==> config.mk <==
export PLATFORM = sky130hd
export DESIGN_NAME = sts_ram
export DESIGN_NICKNAME = d
export VERILOG_FILES = /design/src/design/assert_macros.svh /design/src/design/sts_ram.sv
export SDC_FILE = /design/constraint.sdc
export NUM_CORES = 2
export LEC_CHECK = 0
export ABC_CLOCK_PERIOD_IN_PS = 2700
export BUFFER_PORTS_ARGS = -buffer_cell sky130_fd_sc_hd__buf_4
export CAP_MARGIN = 20
export CORE_ASPECT_RATIO = 0.8
export CORE_MARGIN = 1.5
export CORE_UTILIZATION = 45
export CTS_CLUSTER_DIAMETER = 150
export DETAILED_ROUTE_END_ITERATION = 12
export GPL_TIMING_DRIVEN = 0
export PLACE_DENSITY = 0.7
export REMOVE_ABC_BUFFERS = 1
export SKIP_CTS_REPAIR_TIMING = 1
export SLEW_MARGIN = 0
export SYNTH_ARGS = -nofsm -noshare
export SYNTH_HDL_FRONTEND = slang
export SYNTH_SLANG_ARGS = --single-unit
==> constraint.sdc <==
create_clock -name clk -period 2.7 [get_ports clk]
set_input_delay 0.27 -clock clk [delete_from_list [all_inputs] [get_ports clk]]
set_output_delay 0.27 -clock clk [all_outputs]
set_load 0.03 [all_outputs]
==> src/design/assert_macros.svh <==
// ----------------------------------------------------------------------------
// assert_macros.svh
// Concurrent assertion shorthands on the module clock and reset.
// ----------------------------------------------------------------------------
`ifndef ASSERT_MACROS_SVH
`define ASSERT_MACROS_SVH

// Checked on every rising clk edge, muted while arst_n is low.
`define STS_ASSERT(label, prop, msg) \
	label: assert property (@(posedge clk) disable iff (!arst_n) prop) else $error(msg);

// Checked on every rising clk edge, reset included.
`define STS_ASSERT_ALWAYS(label, prop, msg) \
	label: assert property (@(posedge clk) prop) else $error(msg);

`endif

==> src/design/sts_ram.sv <==
// ----------------------------------------------------------------------------
// sts_ram
// Generic single-write, single-read RAM with registered read data.
// ----------------------------------------------------------------------------
module sts_ram #(
	parameter int WIDTH = 8,
	parameter int DEPTH = 256,
	localparam int AW = $clog2(DEPTH)
) (
	input  logic             clk,
	input  logic             we,
	input  logic [AW-1:0]    waddr,
	input  logic [WIDTH-1:0] wdata,
	input  logic             re,
	input  logic [AW-1:0]    raddr,
	output logic [WIDTH-1:0] rdata
);

	logic [WIDTH-1:0] mem [DEPTH];

	always_ff @(posedge clk) begin
		if (we) begin
			mem[waddr] <= wdata;
		end
		if (re) begin
			rdata <= mem[raddr];
		end
	end

endmodule

==> out/qor.yml <==
worstSetupStartpoint: "raddr[0]"
clock_latency_ns: 0.81
ant_nets: 0
setup_viol: 3
synth_edf_count: 2056
synthDistinctLibCells: 54
yosysWarnings: 0
final_nets: 3859
slew_headroom_pct: 24.1
routed_wl_mm: 194
slew_viol_final: 0
finalPower_mw: 64.1
critPathLaunchType: "input port"
min_period_ns: 2.74
seqPwrFrac_pct: 55.0
grt_max_degree: 158
finalHoldViolCount: 9
synthFlopType: "edfxtp_1"
critical_path_class: "in2reg"
powerDensity_mw_per_mm2: 716
synth_top_area_share_pct: 77.5
crit_family: "buffers and inverters"
nFillCells: 13372
switching_share_pct: 21.3
cts_buffers: 179
setup_tns_ns: -0.0596
placed_area_mm2: 0.0828
arrival_ns: 3.28
syn_area_mm2: 0.0796
remaining_drc_errors: 0
clock.fmax_mhz: 365
worstMarginPinSlew_ns: 1.14
antenna_found_initial: 13
ys_seq_elements: 2056
seqCellArea_mm2: 0.0617
top_usage_layer: "met1"
die_h_um: 379
cts.sinks: 2056
min_from: "wdata[0]"
cts_max_level: 4
first_pass_iters: 6
grt_pass1_vias: 38005
dpl.hpwl_mm: 112
crit_path_cell_trace: "buf_16, buf_16, buf_16, buf_16, buf_16, buf_16, buf_4, mux4_2, a22oi_1, a21oi_2, nor4_4, nor4_1"
slowest_delay_ns: 0.60
fin_cells: 6340
endpoint_kind: "flop"
initial_utilization_pct: 45.5
dpl.cell_count: 5955
route.vias.total: 39205
crit_top_cell: "buf_16"
cts_tree: "done"
gp_congestion: 0.794
fp.coreArea_mm2: 0.175
drive_above_1_share_pct: 22.9
cp_max_fo: 18
worst_slack_ns: -0.0403
via_per_inst: 6.18
ys_seq_area_share_pct: 77.5
hold_ws_ns: -0.0162
cp.required_ns: 3.24
leakage_nw: 27.3
pin_count: 35
synthTopCellsByArea: "edfxtp_1, mux4_2, mux2i_1"
grt_use_total_pct: 20.9
peakVddDrop_mv: 0.627
synthCells: 3733
syn_avg_cell_area_um2: 21.3
status: "finished, violations left"
synthToLayoutAreaGrowth_pct: 12.4
finalClockSkew_ns: 0.0167
fin_crit_sh_pct: 101
cpMaxStageDelayCell: "nor4_4"
async_reset_ff_share_pct: 0
power.share.clock_pct: 39.7
io_buffers: 34
violations: "negative hold slack, negative setup slack"
clk_pin_slew_ns: 0.06
grt_use_met3_pct: 4.97
grt_overflow_total: 0
r2r-start: "mem[81][5]"
p_int_mw: 50.5
gr-usage-met1_pct: 31.2
hp-class: "in2reg"
rows: 137
path_buf_inv: 7
multi_input_area_mm2: 0.0168
gr-usage-met2_pct: 31.1
wire_per_inst_um: 30.6
max-cap-violations: 0
cts_root_buf: "clkbuf_16"
power_frac_comb_pct: 5.3
grt_pass1_wl_mm: 270
drt_iter0_drc: 5902
die_x_um: 473
clockBufferDepth: 3
synth_area_leader_cell: "edfxtp_1"
p_sw_mw: 13.6
stdcell_area_mm2: 0.0895
dieArea_mm2: 0.180
[placed cells by master (no fill, tap or decap), drive strengths merged, types with 34 or more instances in the layout]
master  instances
nand3          34
nor2          282
a21oi          96
clkinv         78
mux2i         134
edfxtp       2056
clkbuf        231
buf           129
o221ai         47
a22oi         133
mux4          456
[registers in the layout, summed over array words and instances, names as in the netlist]
name / count
mem: 2048
rdata: 8
[layout make-up]
cell class	instances	area share (%)
antenna	2	0.00559
clock buffer	215	5.25
clock inverter	109	1.11
inverter	2	0.0126
multi-input combinational	1442	18.8
sequential	2056	69.0
tap	2363	3.30
timing repair buffer	151	2.59
[final timing paths]
kind                            depth (start not counted)        end  slack, ns
worst min register to register                          6   rdata[5]       1.13
worst min-delay path                                    1  mem[0][0]      -0.02
worst max register to register                          6   rdata[5]       0.01
worst max-delay path                                   12   rdata[1]      -0.04
[metal layers]
metal,wire [µm],vias up
met3,23100,294
met2,88900,2282
li1,-,15902
met5,89,-
met1,77800,20715
met4,4380,12
[logic make-up (layout without fill, tap and decap cells)]
| logic type | Yosys count | after routing | synth area share, % |
|---|---|---|---|
| simple gates | 466 | 466 | 2.63 |
| flops | 2056 | 2056 | 77.5 |
| compound gates | 385 | 385 | 3.42 |
| other cells | 0 | 2 | 0 |
| mux | 591 | 591 | 14.6 |
| buf+inv | 235 | 477 | 1.83 |
[through the flow]
step           hold WS [ns]  setup WS (ns)  util [%]
2_1_floorplan         0.369        -0.0631         -
3_3_place_gp          0.550         -10.16      46.5
3_5_place_dp          0.558          -3.65      47.3
4_1_cts              -0.304          -2.81      50.6
5_1_grt              0.0194        -0.0183      51.2
6_report            -0.0162        -0.0403      51.2
[synthesized netlist by cell type (13+ instances only)]
cell type     n
edfxtp_1   2056
a221oi_1     13
buf_4        27
buf_1        22
a21oi_1      96
nor2b_1      31
nand3_1      34
clkbuf_1    111
mux4_2      454
nand2_1      33
buf_2        31
buf_8        13
buf_6        21
a211oi_1     16
nor4_1       24
nor3_1       22
o221ai_1     46
o22ai_1      28
nor2_1      282
mux2i_1     134
a22oi_1     133
[worst reg2reg max path: cells and delay by family (launching register included)]
| kind | cells | cell delay, ns |
|---|---|---|
| and+or+nand+nor | 2 | 0.52 |
| AOI/OAI and AO/OA | 3 | 1.03 |
| muxes | 1 | 0.52 |
| DFF | 1 | 0.37 |
[power groups by stage]
stage	Combinational, mW	Sequential (mW)	Clock [mW]
2_1_floorplan	1.24	35.9	0
6_report	3.42	35.2	25.4
5_1_grt	3.57	35.2	26.8
3_3_place_gp	3.40	36.0	0
4_1_cts	3.19	35.2	25.6
3_5_place_dp	3.18	35.9	0
No activity file was read; power rests on OpenSTA's default activity.
