==> config.mk <==
export PLATFORM = sky130hd
export DESIGN_NAME = sts_exec
export DESIGN_NICKNAME = d
export VERILOG_FILES = /design/src/design/assert_macros.svh /design/src/design/sts_pkg.sv /design/src/design/sts_exec.sv
export SDC_FILE = /design/constraint.sdc
export NUM_CORES = 1
export LEC_CHECK = 0
export ABC_AREA = 1
export BUFFER_PORTS_ARGS = -buffer_cell sky130_fd_sc_hd__buf_2
export CORE_AREA = 2 2 86 88
export DETAILED_ROUTE_END_ITERATION = 8
export DIE_AREA = 0 0 88 90
export PLACE_DENSITY = 0.73
export SLEW_MARGIN = 0
export SYNTH_ARGS = -nofsm -noshare
export SYNTH_HDL_FRONTEND = slang
export SYNTH_SLANG_ARGS = --single-unit
==> constraint.sdc <==
create_clock -name vclk -period 2.8
set_input_delay 0.28 -clock vclk [all_inputs]
set_output_delay 0.28 -clock vclk [all_outputs]
set_load 0.1 [all_outputs]
==> src/design/assert_macros.svh <==
// ----------------------------------------------------------------------------
// assert_macros.svh
// Concurrent assertion shorthands on the module clock and reset.
// ----------------------------------------------------------------------------
`ifndef ASSERT_MACROS_SVH
`define ASSERT_MACROS_SVH

// Checked on every rising clk edge, muted while arst_n is low.
`define STS_ASSERT(label, prop, msg) \
	label: assert property (@(posedge clk) disable iff (!arst_n) prop) else $error(msg);

// Checked on every rising clk edge, reset included.
`define STS_ASSERT_ALWAYS(label, prop, msg) \
	label: assert property (@(posedge clk) prop) else $error(msg);

`endif

==> src/design/sts_pkg.sv <==
// ----------------------------------------------------------------------------
// sts_pkg
// Shared types, codes and decode functions for the trading state table.
// ----------------------------------------------------------------------------
package sts_pkg;

	localparam int LOCATE_COUNT = 65536;
	localparam int ADDR_W       = $clog2(LOCATE_COUNT);
	localparam int STATE_W      = 3;
	localparam logic [16:0] LOC_LIMIT = 17'(LOCATE_COUNT);

	// opcodes
	localparam logic [1:0] OP_REGISTER = 2'd0;
	localparam logic [1:0] OP_SYSTEM   = 2'd1;
	localparam logic [1:0] OP_TRADE    = 2'd2;
	localparam logic [1:0] OP_QUERY    = 2'd3;

	// status codes
	localparam logic [2:0] STAT_OK        = 3'd0;
	localparam logic [2:0] STAT_LOC_ZERO  = 3'd1;
	localparam logic [2:0] STAT_NONGLOBAL = 3'd2;
	localparam logic [2:0] STAT_BAD_EVENT = 3'd3;
	localparam logic [2:0] STAT_ORDER     = 3'd4;
	localparam logic [2:0] STAT_UNREG     = 3'd5;
	localparam logic [2:0] STAT_CLOSED    = 3'd6;
	localparam logic [2:0] STAT_BAD_STATE = 3'd7;

	// instrument states
	localparam logic [STATE_W-1:0] ST_NONE    = 3'd0;
	localparam logic [STATE_W-1:0] ST_PREOPEN = 3'd1;
	localparam logic [STATE_W-1:0] ST_TRADING = 3'd2;
	localparam logic [STATE_W-1:0] ST_HALTED  = 3'd3;
	localparam logic [STATE_W-1:0] ST_PAUSED  = 3'd4;
	localparam logic [STATE_W-1:0] ST_QUOTE   = 3'd5;
	localparam logic [STATE_W-1:0] ST_CLOSED  = 3'd6;

	// phase ranks
	localparam logic [2:0] RANK_O   = 3'd0;
	localparam logic [2:0] RANK_S   = 3'd1;
	localparam logic [2:0] RANK_Q   = 3'd2;
	localparam logic [2:0] RANK_M   = 3'd3;
	localparam logic [2:0] RANK_E   = 3'd4;
	localparam logic [2:0] RANK_C   = 3'd5;
	localparam logic [2:0] NO_PHASE = 3'd7;

	// ASCII event codes
	localparam logic [7:0] EV_OPEN      = 8'h4F; // O
	localparam logic [7:0] EV_SYS_START = 8'h53; // S
	localparam logic [7:0] EV_MKT_START = 8'h51; // Q
	localparam logic [7:0] EV_MKT_END   = 8'h4D; // M
	localparam logic [7:0] EV_SYS_END   = 8'h45; // E
	localparam logic [7:0] EV_CLOSE     = 8'h43; // C

	// ASCII trading state codes
	localparam logic [7:0] TC_HALT  = 8'h48; // H
	localparam logic [7:0] TC_PAUSE = 8'h50; // P
	localparam logic [7:0] TC_QUOTE = 8'h51; // Q
	localparam logic [7:0] TC_TRADE = 8'h54; // T

	typedef struct packed {
		logic [1:0]  opcode;
		logic [15:0] locate;
		logic [7:0]  code_char;
		logic [31:0] seq_num;
		logic [47:0] ts_nanos;
	} item_t;

	typedef struct packed {
		logic [2:0]  status;
		logic [2:0]  prior_state;
		logic [2:0]  new_state;
		logic        changed;
		logic        tradable;
		logic        log_valid;
		logic [31:0] log_index;
		logic [47:0] log_time;
		logic [7:0]  log_code;
	} result_t;

	typedef struct packed {
		logic               we;
		logic [STATE_W-1:0] data;
	} wr_t;

	typedef struct packed {
		logic       upd;
		logic [2:0] rank;
	} phase_upd_t;

	// {known, rank}
	function automatic logic [3:0] event_rank(input logic [7:0] c);
		logic [3:0] r;
		case (c)
			EV_OPEN:      r = {1'b1, RANK_O};
			EV_SYS_START: r = {1'b1, RANK_S};
			EV_MKT_START: r = {1'b1, RANK_Q};
			EV_MKT_END:   r = {1'b1, RANK_M};
			EV_SYS_END:   r = {1'b1, RANK_E};
			EV_CLOSE:     r = {1'b1, RANK_C};
			default:      r = 4'd0;
		endcase
		return r;
	endfunction

	function automatic logic [STATE_W-1:0] trade_state(input logic [7:0] c);
		logic [STATE_W-1:0] s;
		case (c)
			TC_HALT:  s = ST_HALTED;
			TC_PAUSE: s = ST_PAUSED;
			TC_QUOTE: s = ST_QUOTE;
			TC_TRADE: s = ST_TRADING;
			default:  s = ST_NONE;
		endcase
		return s;
	endfunction

endpackage

==> src/design/sts_exec.sv <==
// ----------------------------------------------------------------------------
// sts_exec
// Per-item decision logic: turns the fetched entry and phase into a result,
// a write-back and a phase update.
// ----------------------------------------------------------------------------
module sts_exec
	import sts_pkg::*;
(
	input  item_t              cmd,
	input  logic [STATE_W-1:0] raw,
	input  logic [2:0]         phase,
	input  logic               s_seen,
	output result_t            res,
	output wr_t                wr,
	output phase_upd_t         pu
);

	logic               late;
	logic               early;
	logic               addressable;
	logic [STATE_W-1:0] eff;
	logic [STATE_W-1:0] init;
	logic [STATE_W-1:0] req;
	logic [3:0]         ev;

	assign late        = (phase != NO_PHASE) && (phase >= RANK_M);
	assign early       = (phase == NO_PHASE) || (phase == RANK_O);
	assign addressable = (cmd.locate != '0) && ({1'b0, cmd.locate} < LOC_LIMIT);
	assign ev          = event_rank(cmd.code_char);
	assign req         = trade_state(cmd.code_char);
	assign init        = late ? ST_CLOSED : (early ? ST_PREOPEN : ST_HALTED);

	// Sweeps are folded into the read: once past market end every
	// registered entry reads closed, and preopen reads halted after S.
	always_comb begin
		if (!addressable || raw == ST_NONE) begin
			eff = ST_NONE;
		end else if (late) begin
			eff = ST_CLOSED;
		end else if (raw == ST_PREOPEN && s_seen) begin
			eff = ST_HALTED;
		end else begin
			eff = raw;
		end
	end

	always_comb begin
		res = '0;
		wr  = '0;
		pu  = '0;
		case (cmd.opcode)
			OP_REGISTER: begin
				if (cmd.locate == '0) begin
					res.status = STAT_LOC_ZERO;
				end else if (!addressable) begin
					res.status = STAT_UNREG;
				end else begin
					res.prior_state = eff;
					if (eff == ST_NONE) begin
						wr.we         = 1'b1;
						wr.data       = init;
						res.new_state = init;
					end else begin
						res.new_state = eff;
					end
				end
			end
			OP_SYSTEM: begin
				if (cmd.locate != '0) begin
					res.status = STAT_NONGLOBAL;
				end else if (!ev[3]) begin
					res.status = STAT_BAD_EVENT;
				end else if (phase != NO_PHASE && ev[2:0] <= phase) begin
					res.status = STAT_ORDER;
				end else begin
					pu.upd        = 1'b1;
					pu.rank       = ev[2:0];
					res.log_valid = 1'b1;
					res.log_index = cmd.seq_num;
					res.log_time  = cmd.ts_nanos;
					res.log_code  = cmd.code_char;
				end
			end
			OP_TRADE: begin
				res.prior_state = eff;
				res.new_state   = eff;
				if (eff == ST_NONE) begin
					res.status = STAT_UNREG;
				end else if (late) begin
					res.status = STAT_CLOSED;
				end else if (req == ST_NONE) begin
					res.status = STAT_BAD_STATE;
				end else begin
					wr.we         = 1'b1;
					wr.data       = req;
					res.new_state = req;
					res.changed   = (req != eff);
				end
			end
			OP_QUERY: begin
				res.prior_state = eff;
				res.new_state   = eff;
				if (eff == ST_NONE) begin
					res.status = STAT_UNREG;
				end
			end
			default: begin
				res = '0;
			end
		endcase
		res.tradable = (cmd.opcode != OP_SYSTEM) && (res.new_state == ST_TRADING);
	end

endmodule

==> out/metrics.csv, run 1 <==
metric,value,unit
global-route usage over all layers,0.1584,
buffers added on ports,219,
TritonRoute pass-1 iters,4,
post-synthesis cell type count,27,
RD Place Congestion,0.8421,
worst vdd ir,0.07330,mV
chip height,90,um
wire length of the first global-routing pass,10740,um
outcome,"finished, final reports clean",
unrepaired setup endpoints after global routing,true,
synthesized netlist cell count,370,
WL/cell,10.81,um
count of flip-flops and latches,0,
WL final,7451,um
CORE AREA,0.007020,sq mm
# IOs,221,
signed area change from the synthesized netlist to the final layout,80.46,%
post-CTS setup repair buffer count,0,
post-route non-filler standard cell count,689,
starting density of the core,0.2773,
fin util,0.5004,
aggregate global routing overflow,0,
synthesized area per cell,5.262,sq um
timing startpoint of the critical path,cmd[87],
antenna diode instance count,0,
final count of pins violating max slew,0,
max-cap check violation count,0,
minimum clock period after layout,2.754,ns
number of fillers in the final layout,720,
Max Clk Rate,363.0,MHz
post-DP HPWL,6247,um
horizontal extent of the die,88,um
count of final hold-check violations,0,
sequential cell area,0,sq um
leakage power of the design,2.297,nW
count of nets left with antenna violations after detail routing,0,
cell types occupying the most area after synthesis,"nor2_4 25%, inv_1 22%, nor2_1 17%",
DRC violations left,0,
post-route clock period utilization,0.9837,
Final Net Count,708,
Worst Setup Path Type,in -> out,
number of antenna violations at the first check in global routing,0,
netlist area before placement,0.001947,sq mm
number of clock buffer instances in the layout,0,
total of warnings raised by yosys,0,
number of cells in the design after placement,689,
CP Data Required Time,2.52,ns
# rows,31,
crit start category,input pin,
largest net degree at the start of global routing,43,
Setup crit end kind,output pin,
fraction of final layout cells with drive strength greater than 1,0.5136,
worst-path maximum fanout,23,
via-per-instance ratio,4.057,
drt first-iter violations,38,
total number of vias,2795,
"area leader, netlist",nor2_4,
die area,0.007920,sq mm
via count of the first global-routing pass,2520,
Power Density,104.5,mW/mm^2
post-cts hold buffer count,0,
critical path endpoint,res[10],
Final setup violation count,0,
sequential-to-total area share from yosys stat,0,
area share of the largest cell type after synthesis,0.2487,
worst min-delay path category,in -> out,
crit path DAT,2.47,ns
-- kinds of logic (layout without fill, tap and decap cells) --
group           Yosys count  after routing  share of synthesized area
buf+inv                 132            351                     0.3001
simple gates            213            213                     0.6157
fa+ha+maj                 3              3                    0.01928
xor+xnor                  2              2                   0.008999
other cells               1              2                   0.001926
compound gates           19             19                    0.05398
-- cell type report --
| class | instances | area, sq um | share of cell area |
|---|---|---|---|
| Timing Repair Buffer | 231 | 1488 | 0.4234 |
| Inverter | 120 | 452.9 | 0.1289 |
| Multi-Input combinational cell | 239 | 1449 | 0.4124 |
| Tap cell | 99 | 123.9 | 0.03526 |
-- worst min path at each step --
| stage | start | to | cells after the start |
|---|---|---|---|
| 2_1_floorplan | cmd[42] | res[50] | 2 |
| 3_3_place_gp | cmd[1] | res[9] | 4 |
| 3_5_place_dp | cmd[15] | res[23] | 4 |
| 4_1_cts | cmd[15] | res[23] | 4 |
| 5_1_grt | cmd[31] | res[39] | 4 |
| 6_report | cmd[22] | res[30] | 4 |
-- layout by cell type, fill, tap and decap left out, drive strengths merged --
cell type and count:
a21oi 4, a22oi 1, and2 1, buf 208
clkbuf 23, conb 2, ha 3, inv 120
nand2 59, nand3 11, nand4 5, nor2 134
nor3 3, o21ai 10, o22ai 2, o31ai 2
xnor2 2
-- through the flow --
stage	area (sq um)	hold slack, ns	setup WS (ns)	total power, mW	setup TNS (ns)
after floorplan	2017	0.7589	-0.6135	0.2393	-27.64
after global placement	3242	1.003	0.07250	0.3612	0
after detailed placement	3242	1.005	-0.007035	0.3645	-0.007643
after CTS	3242	1.007	0.009039	0.3659	0
after global routing	3513	0.9397	-0.07793	0.4004	-0.8947
final	3513	0.9170	0.04550	0.3672	0
-- routing by layer --
layer / vias up / GRT usage / part of all wire
met3: 12 / 0.02112 / 0.071
met1: 1206 / 0.1680 / 0.35
met5: - / 0 / 0
met2: 104 / 0.3213 / 0.56
met4: 0 / 0.02564 / 0.017
li1: 1473 / - / -
-- worst max-delay path, cell delays in order --
cell	delay, ns
buf_2	0.11
inv_2	0.04
nand2_2	0.07
nor2_4	0.16
nand3_1	0.14
and2_4	0.21
ha_1	0.27
nand3_1	0.08
a22oi_2	0.30
nor2_8	0.06
inv_4	0.11
buf_12	0.25
nor2_1	0.09
clkbuf_4	0.29
-- cells in the mapped netlist (all sizes together) --
master,number
o22ai,2
xnor2,2
o31ai,2
ha,3
a22oi,1
a21oi,4
nand4,5
o21ai,10
nor3,3
nor2,134
inv,120
buf,12
nand3,11
nand2,59
conb,1
and2,1
-- power breakdown --
| part | switching [mW] | internal (mW) |
|---|---|---|
| registers | 0 | 0 |
| logic | 0.251 | 0.116 |
| clock network | 0 | 0 |
-- timing repair --
item / in CTS / in global routing
pin swaps: 1 / 0
gates resized for setup: 0 / 160
endpoints found under the hold margin: 0 / 0
setup endpoints to repair: 18 / 86
(Power assumes the default switching activity.)
==> run 2: changes to the inputs <==
==> constraint.sdc (replaced) <==
create_clock -name vclk -period 2.8
set_input_delay 0.56 -clock vclk [all_inputs]
set_output_delay 0.56 -clock vclk [all_outputs]
set_load 0.1 [all_outputs]
==> out/metrics.csv, run 2 (synthesis results as in run 1) <==
metric,value,unit,change
outcome,finished with violations,,
violations in the final reports,negative setup slack,,
starting density of the core,0.2773,,unchanged
wire length of the first global-routing pass,19250,um,+79%
"Max stage delay cell, worst path",a22oi_2,,
total number of vias,3611,,+29%
RD Place Congestion,0.8381,,-0.48%
worst min-delay path category,in -> out,,
chip height,90,um,unchanged
buffers added on ports,219,,unchanged
signed area change from the synthesized netlist to the final layout,210.9,%,
post-DP HPWL,6934,um,+11%
Final Net Count,771,,+8.9%
horizontal extent of the die,88,um,unchanged
crit start category,input pin,,
least setup slack across all paths after layout,-0.4934,ns,-0.5389 ns
critical path's most frequent cell,buf_12,,
sequential cell area,0,sq um,unchanged
Max Clk Rate,303.6,MHz,-16%
final count of pins violating max slew,0,,unchanged
aggregate global routing overflow,0,,unchanged
Worst Setup Path Type,in -> out,,
"delay-heaviest family, CP",buffers and inverters,,
CP Data Required Time,2.24,ns,-0.28 ns
count of nets left with antenna violations after detail routing,0,,unchanged
global-route usage over all layers,0.3061,,+0.1477
Setup crit end kind,output pin,,
unrepaired setup endpoints after global routing,true,,
number of antenna violations at the first check in global routing,0,,unchanged
crit path DAT,2.73,ns,+0.26 ns
count of buffer and inverter cells on the critical path,7,,+2
Final setup violation count,93,,+93
post-route clock period utilization,1.176,,+0.1925
number of clock buffer instances in the layout,0,,unchanged
via-per-instance ratio,4.802,,+18%
# rows,31,,unchanged
most used cells in the layout excluding fill and tap cells,"108 x buf_2, 107 x inv_1, 95 x buf_12",,
fin util,0.8622,,+0.3618
"most common cell after layout, fill and taps aside",buf_2,,
drt first-iter violations,213,,+460%
total negative slack,-40.33,ns,-40.33 ns
cell breakdown of the critical path,"buf_4, inv_4, nand2_2, inv_2, nand4_1, o21ai_4, ha_4, a21oi_4, o21ai_2, a22oi_2, nor2_8, inv_8, buf_12, buf_12, nor2_4, buf_12",,
stage delay of the slowest cell on the critical path,0.28,ns,-0.02 ns
count of final hold-check violations,0,,unchanged
antenna diode instance count,0,,unchanged
minimum clock period after layout,3.293,ns,+0.5389 ns
Power Density,91.53,mW/mm^2,-12%
count of flip-flops and latches,0,,unchanged
die area,0.007920,sq mm,unchanged
worst-path maximum fanout,8,,-65%
# IOs,221,,unchanged
leakage power of the design,3.028,nW,+32%
worst vdd ir,0.1972,mV,+170%
CORE AREA,0.007020,sq mm,unchanged
max-cap check violation count,0,,unchanged
via count of the first global-routing pass,3692,,+47%
WL final,14270,um,+92%
TritonRoute pass-1 iters,5,,+1
WL/cell,18.98,um,+75%
DRC violations left,0,,unchanged
largest net degree at the start of global routing,14,,-67%
fraction of final layout cells with drive strength greater than 1,0.6953,,+0.1817
## run 2: cell count changes in the layout (fill, tap and decap cells not counted), sizes merged
cell      previous run  this run
buf                208       291
clkbuf              23         2
clkinvlp             0         1
## run 2: tightest hold or removal path: stages
cell and delay (ns):
buf_2 0.10, inv_1 0.08, nor2_4 0.05, buf_12 0.15
## run 2: timing repair
item                                    in CTS  in global routing
gates cloned                                 2                  2
gates resized for setup                    379                 47
hold buffers                                 0                  0
buffers inserted                            10                 13
pin swaps                                   20                 23
endpoints found under the setup margin      95                101
## run 2: final timing paths
path                 from  depth (start not counted)       to  slack (ns)
hold / removal    cmd[21]                          4  res[29]        1.50
setup / recovery  cmd[81]                         16  res[82]       -0.49
## run 2: metal layers
layer / vias up / share of wire / global-route usage
met5: - / 0 / 0
met4: 0 / 0.069 / 0.1244
met3: 85 / 0.092 / 0.06152
met2: 283 / 0.50 / 0.5739
met1: 1637 / 0.33 / 0.3214
li1: 1606 / - / -
## run 2: area by class of cell
| cell class | instances | area [sq um] |
|---|---|---|
| multi-input cells | 239 | 2022 |
| fillers | 294 | 967.2 |
| inverters | 120 | 516.7 |
| repair buffers | 293 | 3382 |
| well taps | 99 | 123.9 |
| repair inverters | 1 | 8.758 |
## run 2: power breakdown
group          leakage, nW  internal (mW)  switching [mW]  total (mW)
clock network            0              0               0           0
registers                0              0               0           0
logic                 3.03          0.208           0.346       0.554
total                 3.03          0.208           0.346       0.554
## run 2: through the flow
step / power, mW / cells / hold WS [ns] / worst slack (ns) / area, sq um
5_1_grt: 0.5807 / 752 / 1.512 / -0.5329 / 6053
6_report: 0.5540 / 752 / 1.500 / -0.4934 / 6053
3_5_place_dp: 0.4693 / 733 / 1.552 / -0.5951 / 4320
2_1_floorplan: 0.2807 / 371 / 1.269 / -0.5830 / 2565
4_1_cts: 0.4942 / 744 / 1.497 / -0.3566 / 5841
3_3_place_gp: 0.4642 / 733 / 1.551 / -0.5157 / 4320
